**src/design/spq_pkg.sv**
```systemverilog
`default_nettype none

package spq_pkg;

   // Operation codes carried on req_func; the fourth code is a no-op.
   typedef enum logic [1:0] {
      FUNC_APPEND = 2'd0,
      FUNC_INSERT = 2'd1,
      FUNC_REMOVE = 2'd2
   } func_type;

   // Per-operation control broadcast to every cell of the chain.
   typedef struct packed {
      logic cmp_en;    // capture compare flag against the incoming priority
      logic enq_go;    // commit an enqueue this cycle
      logic ins_mode;  // enqueue places by priority rather than at the tail
      logic deq_go;    // commit a dequeue this cycle
   } ctrl_type;

endpackage

`default_nettype wire

```
**src/design/spq_cell.sv**
```systemverilog
`default_nettype none

module spq_cell
   import spq_pkg::*;
#(
   parameter int INDEX         = 0,
   parameter int CW            = 5,
   parameter int PAYLOAD_BITS  = 32,
   parameter int PRIORITY_BITS = 16
) (
   input  wire logic                            clock,
   input  wire ctrl_type                        ctrl,
   input  wire logic [CW-1:0]                   count,
   input  wire logic signed [PRIORITY_BITS-1:0] cmp_prio,
   input  wire logic signed [PRIORITY_BITS-1:0] new_prio,
   input  wire logic [PAYLOAD_BITS-1:0]         new_payload,
   input  wire logic signed [PRIORITY_BITS-1:0] left_prio,
   input  wire logic [PAYLOAD_BITS-1:0]         left_payload,
   input  wire logic signed [PRIORITY_BITS-1:0] right_prio,
   input  wire logic [PAYLOAD_BITS-1:0]         right_payload,
   input  wire logic                            after_in,
   output logic                                 after_out,
   output logic signed [PRIORITY_BITS-1:0]      prio_out,
   output logic [PAYLOAD_BITS-1:0]              payload_out
);

   logic signed [PRIORITY_BITS-1:0] prio_ff, prio_in;
   logic [PAYLOAD_BITS-1:0]         payload_ff, payload_in;
   logic                            ge_ff, ge_in;
   logic                            at_tail, occupied, hit, mark;

   always_comb begin
      at_tail  = (CW'(INDEX) == count);
      occupied = (CW'(INDEX) < count);
      // head cell hits only when the new priority is strictly below it;
      // later cells when their priority is not below the new one
      hit      = ge_ff;
      mark     = ctrl.enq_go && (at_tail || (ctrl.ins_mode && occupied && hit));
      after_out = after_in | mark;

      if (ctrl.cmp_en) begin
         ge_in = (INDEX == 0) ? (prio_ff > cmp_prio) : (prio_ff >= cmp_prio);
      end else begin
         ge_in = ge_ff;
      end

      prio_in    = prio_ff;
      payload_in = payload_ff;
      if (ctrl.deq_go) begin
         prio_in    = right_prio;
         payload_in = right_payload;
      end else if (ctrl.enq_go) begin
         if (mark && !after_in) begin
            prio_in    = new_prio;
            payload_in = new_payload;
         end else if (after_in) begin
            prio_in    = left_prio;
            payload_in = left_payload;
         end
      end
   end

   always_ff @(posedge clock) begin
      prio_ff    <= prio_in;
      payload_ff <= payload_in;
      ge_ff      <= ge_in;
   end

   assign prio_out    = prio_ff;
   assign payload_out = payload_ff;

endmodule

`default_nettype wire

```
**src/design/sorted_priority_queue.sv**
```systemverilog
// Bounded priority queue built as a row of DEPTH entry cells, head at cell 0.
// An operation is accepted when start is high and busy is low; busy then stays
// high for one cycle, during which no new operation is accepted. In the accept
// cycle every cell compares its stored priority with the incoming one; in the
// next cycle the cells resolve the insert point along the chain and shift
// left or right together. The result appears on the rsp_ ports, with rsp_strobe
// high for one cycle, in the cycle after busy was high; it cannot be held off,
// and a new operation may already be started in that same cycle.
`default_nettype none

module sorted_priority_queue
   import spq_pkg::*;
#(
   parameter int DEPTH         = 16,
   parameter int PAYLOAD_BITS  = 32,
   parameter int PRIORITY_BITS = 16
) (
   input  wire logic                            clock,
   input  wire logic                            reset,
   input  wire logic                            start,
   output logic                                 busy,
   input  wire logic [1:0]                      req_func,
   input  wire logic signed [PRIORITY_BITS-1:0] req_item_priority,
   input  wire logic [PAYLOAD_BITS-1:0]         req_item_payload,
   output logic                                 rsp_strobe,
   output logic [PAYLOAD_BITS-1:0]              rsp_out_payload,
   output logic signed [PRIORITY_BITS-1:0]      rsp_out_priority,
   output logic                                 rsp_out_valid,
   output logic                                 rsp_was_empty,
   output logic                                 rsp_was_full,
   output logic [$clog2(DEPTH+1)-1:0]           rsp_fill_count
);

   localparam int CW = $clog2(DEPTH + 1);

   logic                            busy_ff, busy_in;
   logic [CW-1:0]                   count_ff, count_in;
   logic [1:0]                      func_ff;
   logic signed [PRIORITY_BITS-1:0] op_prio_ff;
   logic [PAYLOAD_BITS-1:0]         op_payload_ff;

   logic                            strobe_ff;
   logic [PAYLOAD_BITS-1:0]         out_payload_ff, out_payload_in;
   logic signed [PRIORITY_BITS-1:0] out_prio_ff, out_prio_in;
   logic                            valid_ff, empty_ff, full_ff;
   logic                            empty_in, full_in;

   logic                            accept, is_enq, is_ins, is_deq, full, empty;
   ctrl_type                        ctrl;

   logic signed [PRIORITY_BITS-1:0] cell_prio    [DEPTH];
   logic [PAYLOAD_BITS-1:0]         cell_payload [DEPTH];
   logic [DEPTH-1:0]                cell_after;

   always_comb begin
      accept = start && !busy_ff;
      is_ins = (func_ff == FUNC_INSERT);
      is_enq = (func_ff == FUNC_APPEND) || is_ins;
      is_deq = (func_ff == FUNC_REMOVE);
      full   = (count_ff == CW'(DEPTH));
      empty  = (count_ff == '0);

      ctrl.cmp_en   = accept;
      ctrl.enq_go   = busy_ff && is_enq && !full;
      ctrl.ins_mode = is_ins;
      ctrl.deq_go   = busy_ff && is_deq && !empty;

      busy_in  = accept;
      count_in = count_ff;
      if (ctrl.enq_go) begin
         count_in = count_ff + CW'(1);
      end else if (ctrl.deq_go) begin
         count_in = count_ff - CW'(1);
      end

      out_payload_in = ctrl.deq_go ? cell_payload[0] : '0;
      out_prio_in    = ctrl.deq_go ? cell_prio[0] : '0;
      empty_in       = is_deq && empty;
      full_in        = is_enq && full;
   end

   for (genvar i = 0; i < DEPTH; i++) begin : g_cell
      logic signed [PRIORITY_BITS-1:0] left_prio, right_prio;
      logic [PAYLOAD_BITS-1:0]         left_payload, right_payload;
      logic                            after_prev;

      always_comb begin
         if (i == 0) begin
            left_prio    = op_prio_ff;
            left_payload = op_payload_ff;
            after_prev   = 1'b0;
         end else begin
            left_prio    = cell_prio[(i == 0) ? 0 : i - 1];
            left_payload = cell_payload[(i == 0) ? 0 : i - 1];
            after_prev   = cell_after[(i == 0) ? 0 : i - 1];
         end
         // last cell shifts in its own contents; that slot is vacated anyway
         right_prio    = cell_prio[(i == DEPTH - 1) ? i : i + 1];
         right_payload = cell_payload[(i == DEPTH - 1) ? i : i + 1];
      end

      spq_cell #(
         .INDEX         (i),
         .CW            (CW),
         .PAYLOAD_BITS  (PAYLOAD_BITS),
         .PRIORITY_BITS (PRIORITY_BITS)
      ) u_cell (
         .clock         (clock),
         .ctrl          (ctrl),
         .count         (count_ff),
         .cmp_prio      (req_item_priority),
         .new_prio      (op_prio_ff),
         .new_payload   (op_payload_ff),
         .left_prio     (left_prio),
         .left_payload  (left_payload),
         .right_prio    (right_prio),
         .right_payload (right_payload),
         .after_in      (after_prev),
         .after_out     (cell_after[i]),
         .prio_out      (cell_prio[i]),
         .payload_out   (cell_payload[i])
      );
   end

   always_ff @(posedge clock) begin
      if (reset) begin
         busy_ff   <= 1'b0;
         count_ff  <= '0;
         strobe_ff <= 1'b0;
      end else begin
         busy_ff   <= busy_in;
         count_ff  <= count_in;
         strobe_ff <= busy_ff;
      end
   end

   always_ff @(posedge clock) begin
      if (accept) begin
         func_ff       <= req_func;
         op_prio_ff    <= req_item_priority;
         op_payload_ff <= req_item_payload;
      end
      if (busy_ff) begin
         out_payload_ff <= out_payload_in;
         out_prio_ff    <= out_prio_in;
         valid_ff       <= ctrl.deq_go;
         empty_ff       <= empty_in;
         full_ff        <= full_in;
      end
   end

   assign busy             = busy_ff;
   assign rsp_strobe       = strobe_ff;
   assign rsp_out_payload  = out_payload_ff;
   assign rsp_out_priority = out_prio_ff;
   assign rsp_out_valid    = valid_ff;
   assign rsp_was_empty    = empty_ff;
   assign rsp_was_full     = full_ff;
   assign rsp_fill_count   = count_ff;

   a_busy_one_cycle: assert property (@(posedge clock) disable iff (reset)
      busy_ff |=> !busy_ff)
      else $error("busy held longer than one cycle");

   a_strobe_follows_busy: assert property (@(posedge clock) disable iff (reset)
      busy_ff |=> strobe_ff)
      else $error("commit without result strobe");

   a_count_bound: assert property (@(posedge clock) disable iff (reset)
      count_ff <= CW'(DEPTH))
      else $error("entry count beyond depth");

   a_deq_count: assert property (@(posedge clock) disable iff (reset)
      ctrl.deq_go |=> count_ff == $past(count_ff) - CW'(1))
      else $error("dequeue did not decrement count");

   a_insert_once: assert property (@(posedge clock) disable iff (reset)
      ctrl.enq_go |-> cell_after[DEPTH-1] || (count_ff == CW'(DEPTH - 1)))
      else $error("enqueue found no insert slot");

endmodule

`default_nettype wire
```
**config.mk**
```make
export PLATFORM = sky130hd
export DESIGN_NAME = sorted_priority_queue
export DESIGN_NICKNAME = d
export VERILOG_FILES = /design/src/design/spq_pkg.sv /design/src/design/spq_cell.sv /design/src/design/sorted_priority_queue.sv
export SDC_FILE = /design/constraint.sdc
export NUM_CORES = 2
export LEC_CHECK = 0
export BUFFER_PORTS_ARGS = -buffer_cell sky130_fd_sc_hd__buf_4
export CORE_UTILIZATION = 41
export CTS_CLUSTER_SIZE = 25
export DETAILED_ROUTE_END_ITERATION = 16
export PLACE_DENSITY = 0.62
export SKIP_CTS_REPAIR_TIMING = 1
export SLEW_MARGIN = 25
export SYNTH_ARGS = -nofsm -noshare
export SYNTH_HDL_FRONTEND = slang
export SYNTH_SLANG_ARGS = --single-unit
export TNS_END_PERCENT = 1
```
**constraint.sdc**
```tcl
create_clock -name clock -period 7.8 [get_ports clock]
set_input_delay 1.56 -clock clock [delete_from_list [all_inputs] [get_ports clock]]
set_output_delay 1.56 -clock clock [all_outputs]
set_load 0.005 [all_outputs]
```
# After elaboration in Yosys (flattened, before gate mapping)
# Index checks and enable logic that the tools add are counted.
dict set report totals {
  ff_bits 892
  out_inout_bits 58
  wordCells 390
  inputBits 53
}
dict set report classes {
  magnitude_cmp 32
  n_reduce_logical 140
  addsub 2
  muxes 124
  bitwise 15
  eq_ne 18
}
# cell count
set ops {}
lappend ops {{2-to-1 mux 32 bit} 61}
lappend ops {{2-to-1 mux 16 bit} 61}
lappend ops {{>= comparator 16 bit} 15}
lappend ops {{logical AND 1 bit} 70}
lappend ops {{nonzero test 3 bit} 14}
lappend ops {{== test 4 x 5 -> 1 bit (first input constant)} 8}
lappend ops {{< comparator 4 x 5 -> 1 bit (first input constant)} 8}
lappend ops {{AND reduction 2 bit} 15}
lappend ops {{== test 3 x 5 -> 1 bit (first input constant)} 4}
lappend ops {{< comparator 3 x 5 -> 1 bit (first input constant)} 4}
lappend ops {{zero test 1 bit} 18}
lappend ops {{logical OR 1 bit} 17}
lappend ops {{> comparator 16 bit} 1}
lappend ops {{OR 1 bit} 14}
lappend ops {{== test 2 x 5 -> 1 bit (first input constant)} 2}
lappend ops {{< comparator 1 x 5 -> 1 bit (first input constant)} 2}
lappend ops {{< comparator 2 x 5 -> 1 bit (first input constant)} 2}
lappend ops {{2-to-1 mux 5 bit} 2}
lappend ops {{nonzero test 2 bit} 3}
lappend ops {{adder 5 x 1 -> 5 bit (second input constant)} 1}
lappend ops {{== test 1 x 5 -> 1 bit (first input constant)} 1}
lappend ops {{== test 5 bit (second input constant)} 1}
lappend ops {{zero test 5 bit} 1}
lappend ops {{subtractor 5 x 1 -> 5 bit (second input constant)} 1}
lappend ops {{5 further kinds} 5}

# Logic depth before layout (Yosys ltp)
dict set report depth {
  ltp_word 23
  depth_mapped 13
  mapped_depth_nobuf 9
}

# Hierarchy
# A second synthesis with hierarchy kept.
dict set report hier_totals {
  hier_cells 4535
  area_unflattened_um2 50762.4
}
# module area_each_um2 seq_area_each_um2 instances cells_per_inst
set by_module_without_submodules {}
lappend by_module_without_submodules {sorted_priority_queue 3847.4 3173.0 1 206}
lappend by_module_without_submodules {{spq_cell (g_cell[13].u_cell)} 2960.3 1471.4 1 271}
lappend by_module_without_submodules {{spq_cell (g_cell[5].u_cell)} 2944.1 1471.4 1 273}
lappend by_module_without_submodules {{spq_cell (g_cell[6].u_cell)} 2942.8 1471.4 1 271}
lappend by_module_without_submodules {{spq_cell (g_cell[9].u_cell)} 2940.3 1471.4 1 271}
lappend by_module_without_submodules {{spq_cell (g_cell[10].u_cell)} 2937.8 1471.4 1 270}
lappend by_module_without_submodules {{spq_cell (g_cell[2].u_cell)} 2937.8 1471.4 1 269}
lappend by_module_without_submodules {{spq_cell (g_cell[14].u_cell)} 2936.6 1471.4 1 269}
lappend by_module_without_submodules {{spq_cell (g_cell[0].u_cell)} 2935.3 1471.4 1 276}
lappend by_module_without_submodules {{spq_cell (g_cell[3].u_cell)} 2935.3 1471.4 1 270}
lappend by_module_without_submodules {{spq_cell (g_cell[1].u_cell)} 2931.6 1471.4 1 270}
lappend by_module_without_submodules {{spq_cell (g_cell[4].u_cell)} 2924.1 1471.4 1 270}
lappend by_module_without_submodules {{spq_cell (g_cell[8].u_cell)} 2921.6 1471.4 1 270}
lappend by_module_without_submodules {{spq_cell (g_cell[12].u_cell)} 2920.3 1471.4 1 270}
lappend by_module_without_submodules {{+3 rows} -- -- -- --}

# Worst setup path before layout
# OpenSTA, ideal clock, no wires.
dict set report synth_timing {
  path_kind {reg-to-reg}
  from {reg busy_ff, in the netlist busy}
  to {reg g_cell[10].u_cell.payload_ff[0], enable pin}
  arrival_ps 4943
  period_less_slack_ps 5349
  setup_ps 407
  required_ps 7393
  stages_incl_launch_ff 7
  setup_slack_ps 2451
  path_cell_list {dfxtp_1 -> nand3b_1 -> a41o_1 -> nand4b_2 -> nand2b_1 -> nor2_1 -> nand2_1}
}
dict set report synth_via {
  elab_chain_cells 16
}
# element line_no
set synth_lines {}
lappend synth_lines {{from (decl)} sorted_priority_queue.sv:36} ;# logic busy_ff, busy_in;
lappend synth_lines {{from (signal assigned)} sorted_priority_queue.sv:131} ;# busy_ff <= busy_in;
lappend synth_lines {{logical AND 1 bit (2 in series)} sorted_priority_queue.sv:64} ;# ctrl.enq_go = busy_ff && is_enq && !full;
lappend synth_lines {{logical AND 1 bit} spq_cell.sv:38} ;# mark = ctrl.enq_go && (at_tail || (ctrl.ins_mode && occupied && hit));
lappend synth_lines {{OR 1 bit (9 in series)} spq_cell.sv:39} ;# after_out = after_in | mark;
lappend synth_lines {{zero test 1 bit} spq_cell.sv:53} ;# if (mark && !after_in) begin
lappend synth_lines {{logical AND 1 bit} spq_cell.sv:53}
lappend synth_lines {{nonzero test 3 bit (no line)} --}
lappend synth_lines {{AND reduction 2 bit (no line) *} --}
lappend synth_lines {{to (signal assigned)} spq_cell.sv:65} ;# payload_ff <= payload_in;
lappend synth_lines {{to (decl)} spq_cell.sv:28} ;# logic [PAYLOAD_BITS-1:0] payload_ff, payload_in;
# Mark *: on every way between the ends. The rest lies on a longest branch, timed or not.
# A chain may end at the register's enable or synchronous reset.

# Worst setup path after layout
dict set report layout_timing {
  from {reg count_ff[1], in the netlist rsp_fill_count[1]}
  to {reg g_cell[8].u_cell.prio_ff[2], enable pin}
}
dict set report layout_via {
  elab_chain_cells 16
}
# element line_no
set layout_lines {}
lappend layout_lines {{from (decl)} sorted_priority_queue.sv:37} ;# logic [CW-1:0] count_ff, count_in;
lappend layout_lines {{from (signal assigned)} sorted_priority_queue.sv:132} ;# count_ff <= count_in;
lappend layout_lines {{< comparator 1 x 5 -> 1 bit} spq_cell.sv:34} ;# occupied = (CW'(INDEX) < count);
lappend layout_lines {{logical AND 1 bit (2 in series)} spq_cell.sv:38}
lappend layout_lines {{logical OR 1 bit} spq_cell.sv:38}
lappend layout_lines {{logical AND 1 bit} spq_cell.sv:38}
lappend layout_lines {{OR 1 bit (7 in series)} spq_cell.sv:39}
lappend layout_lines {{zero test 1 bit} spq_cell.sv:53}
lappend layout_lines {{logical AND 1 bit} spq_cell.sv:53}
lappend layout_lines {{nonzero test 3 bit (no line)} --}
lappend layout_lines {{AND reduction 2 bit (no line) *} --}
lappend layout_lines {{to (signal assigned)} spq_cell.sv:64} ;# prio_ff <= prio_in;
lappend layout_lines {{to (decl)} spq_cell.sv:27} ;# logic signed [PRIORITY_BITS-1:0] prio_ff, prio_in;
# Marks and branches as above.

==> qor.csv <==
stage,metric,value,unit
cts,clkSinkCount,892,
cts,htreeDepth,3,
detailed_routing,drc,0,
placement,hpwl,83290,um
synth,synth_edf_count,885,
synth,synth_area,48780,um^2
global_routing,grt_pass1_wl,211400,um
critical_path,crit_path_start_kind,register,
timing,holdWs,504.5,ps
layout,finalNetCount,4575,
die,die_y,346.9,um
global_routing,grt_max_degree,272,
detailed_routing,wl_per_cell,23.84,um
die,start_util,0.4136,
layout,num_antenna_cells,0,
critical_path,worstSetupPathType,reg2reg,
synth,postSynthCellCount,4322,
global_routing,grtUsageTotal,0.2299,
worst_hold_path,worstHoldStart,g_cell[15].u_cell.payload_out[25],
cts,cts_made_buffers,98,
detailed_routing,initialDrtViolationCount,3577,
synth,ys_warn_count,0,
timing,clock_skew,19.44,ps
die,io_pins,111,
die,core,117900,um^2
die,die_w,346.9,um
timing,finalHoldViolCount,0,
synth,ys_seq_elements,892,
critical_path,arrival,6150,ps
detailed_routing,vias,34270,
layout,drive_above_1_share,0.08819,
timing,worst-slew-pin-transition,1097,ps
cts,ctsRootBufferMaster,clkbuf_16,
placement,placed_cell_area,50820,um^2
layout,utilization,0.4573,
job,cap_violations,0,
timing,slew_headroom,0.2684,
timing,fin_tns_setup,0,ps
critical_path,worstSetupEndpointType,register,
synth,synth_nets,4636,
synth,avgSynthCellArea,11.29,um^2
synth,synth_area_leaders,"edfxtp_1 (54%), mux2i_1 (11%), ha_1 (6.7%)",
global_routing,grt_antenna_before_repair,0,
synth,synthArstFlopShare,0,
power,ir_worst_vdd,0.1530,mV
layout,final_cell_mix,"edfxtp_1 (885), nand2_1 (857), o21ai_0 (560)",
cts,path_clk_slew,60,ps
timing,final.period_utilization,0.7415,
placement,gp_congestion,0.8707,
synth,synth_top_area_cell,edfxtp_1,
detailed_routing,vias_per_cell,5.830,
global_routing,grt_overflow,0,
timing,fin_crit,5784,ps
status,status,"finished, final reports clean",
power,powerDensity,202.6,nW/um^2
critical_path,reg2reg_from,rsp_fill_count[1],
global_routing,grt_pass1_vias,33150,
power,power,10.93,mW
placement,port_buffers,110,
timing,fmax,0.1729,GHz
synth,ys.flop_type,edfxtp_1,
cts,cts_tree,built,
synth,synth_top_area_share,0.5449,
detailed_routing,wirelength,140100,um
detailed_routing,drt_pre_antenna_iters,7,
critical_path,cp_max_fo,49,
layout,design_area,53930,um^2
layout,final_common_cell,edfxtp_1,
cts,clk_latency,700,ps
power,static-leakage-power,20.78,nW
detailed_routing,postRouteAntennaNets,0,
cts,clockBufferDepth,3,
critical_path,critPathRequiredTime,8170,ps
timing,rsz0062_at_grt,no,
die,rows,126,
die,dieArea,120300,um^2
timing,slew_viol_final,0,
synth,ys_seq_area_frac,0.5477,
synth,synth_cell_types,77,
layout,areaGrowthSynthToFinish,10.56,%
critical_path,startpoint,rsp_fill_count[1],
timing,setup_viol,0,
worst_hold_path,hp-class,reg2reg,
-- cells by family (layout without fill, tap and decap cells) --
family          after synthesis  count (layout)  synth area share
compound gates              923             923            0.1145
xor+xnor                      3               3         0.0005388
fa+ha+maj                   261             261           0.06695
buf+inv                     381             402           0.03317
flops                       892             892            0.5477
mux                         602             602            0.1262
simple gates               1260            1260            0.1109
-- where the power goes --
part | internal [mW] | switching, mW | total (mW)
clock network | 2.48 | 2.01 | 4.49
logic | 0.272 | 0.473 | 0.745
registers | 5.50 | 0.191 | 5.69
-- routing by layer --
| metal | GRT usage | up-vias | share of wire |
|---|---|---|---|
| met2 | 0.3563 | 1176 | 0.45 |
| met3 | 0.03643 | 203 | 0.066 |
| met4 | 0.06294 | 0 | 0.026 |
| met1 | 0.3324 | 17020 | 0.46 |
| met5 | 0 | - | 0 |
| li1 | - | 15870 | - |
-- worst max-delay path, cell delays in order, from the launching register on --
cell and delay (ps):
dfxtp_1 680, inv_1 180, ha_1 290, nand4bb_1 160, nand3b_1 570, a41o_1 680
nand4b_2 330, nand2b_4 910, nor2_1 310, inv_2 830, buf_4 470
-- final cells by class --
cell class | instances | area (um^2)
clock buffers | 135 | 2601
clock inverters | 47 | 406.6
fillers | 10910 | 64000
inverters | 53 | 206.4
multi-input cells | 3049 | 20690
flip-flops and latches | 892 | 26720
well taps | 1536 | 1922
repair buffers | 167 | 1385
-- through the flow --
| stage | cells | setup WS [ps] |
|---|---|---|
| after global routing | 5879 | 1640 |
| after global placement | 5692 | 2303 |
| final | 5879 | 2016 |
| after CTS | 5875 | 2117 |
| after detailed placement | 5693 | 2135 |
| after floorplan | 4322 | 2451 |
-- registers in the layout (all words and copies together) (netlist names), 2 cells and up --
register,count
g_cell.left_prio,16
g_cell.u_cell.ge_ff,16
rsp_fill_count,5
rsp_out_priority,16
g_cell.left_payload,32
func_ff,2
g_cell.u_cell.payload_out,512
g_cell.u_cell.prio_out,256
rsp_out_payload,32
-- synthesized netlist by cell type, types with 6 or more instances --
| master | instances |
|---|---|
| o211ai_1 | 43 |
| nor2_1 | 119 |
| nor3_1 | 19 |
| dfxtp_1 | 7 |
| inv_1 | 52 |
| buf_4 | 14 |
| mux2_4 | 19 |
| o31ai_1 | 9 |
| o21a_1 | 28 |
| nor2b_1 | 37 |
| buf_1 | 13 |
| and4_1 | 7 |
| buf_6 | 8 |
| nand3b_1 | 7 |
| o21ai_0 | 560 |
| edfxtp_1 | 885 |
| nand2_1 | 864 |
| nand3_1 | 80 |
| buf_2 | 60 |
| a21oi_1 | 58 |
| a31oi_1 | 6 |
| clkbuf_1 | 233 |
| nand2b_1 | 16 |
| mux2i_1 | 555 |
| ha_1 | 261 |
| a221o_1 | 82 |
| a21o_1 | 52 |
| mux2_2 | 28 |
| nand4_1 | 31 |
| and2_1 | 48 |
| o21ai_1 | 31 |
-- path summary, 6_finish.rpt --
check / endpoint / slack (ps) / depth (start not counted)
worst max-delay path: g_cell[8].u_cell.prio_out[2] / 2020 / 10
worst min-delay path: g_cell[14].u_cell.payload_out[25] / 500 / 2
worst max register to register: g_cell[8].u_cell.prio_out[2] / 2020 / 10
worst min register to register: g_cell[14].u_cell.payload_out[25] / 500 / 2
Note: power is estimated with default switching activity, not from simulation.
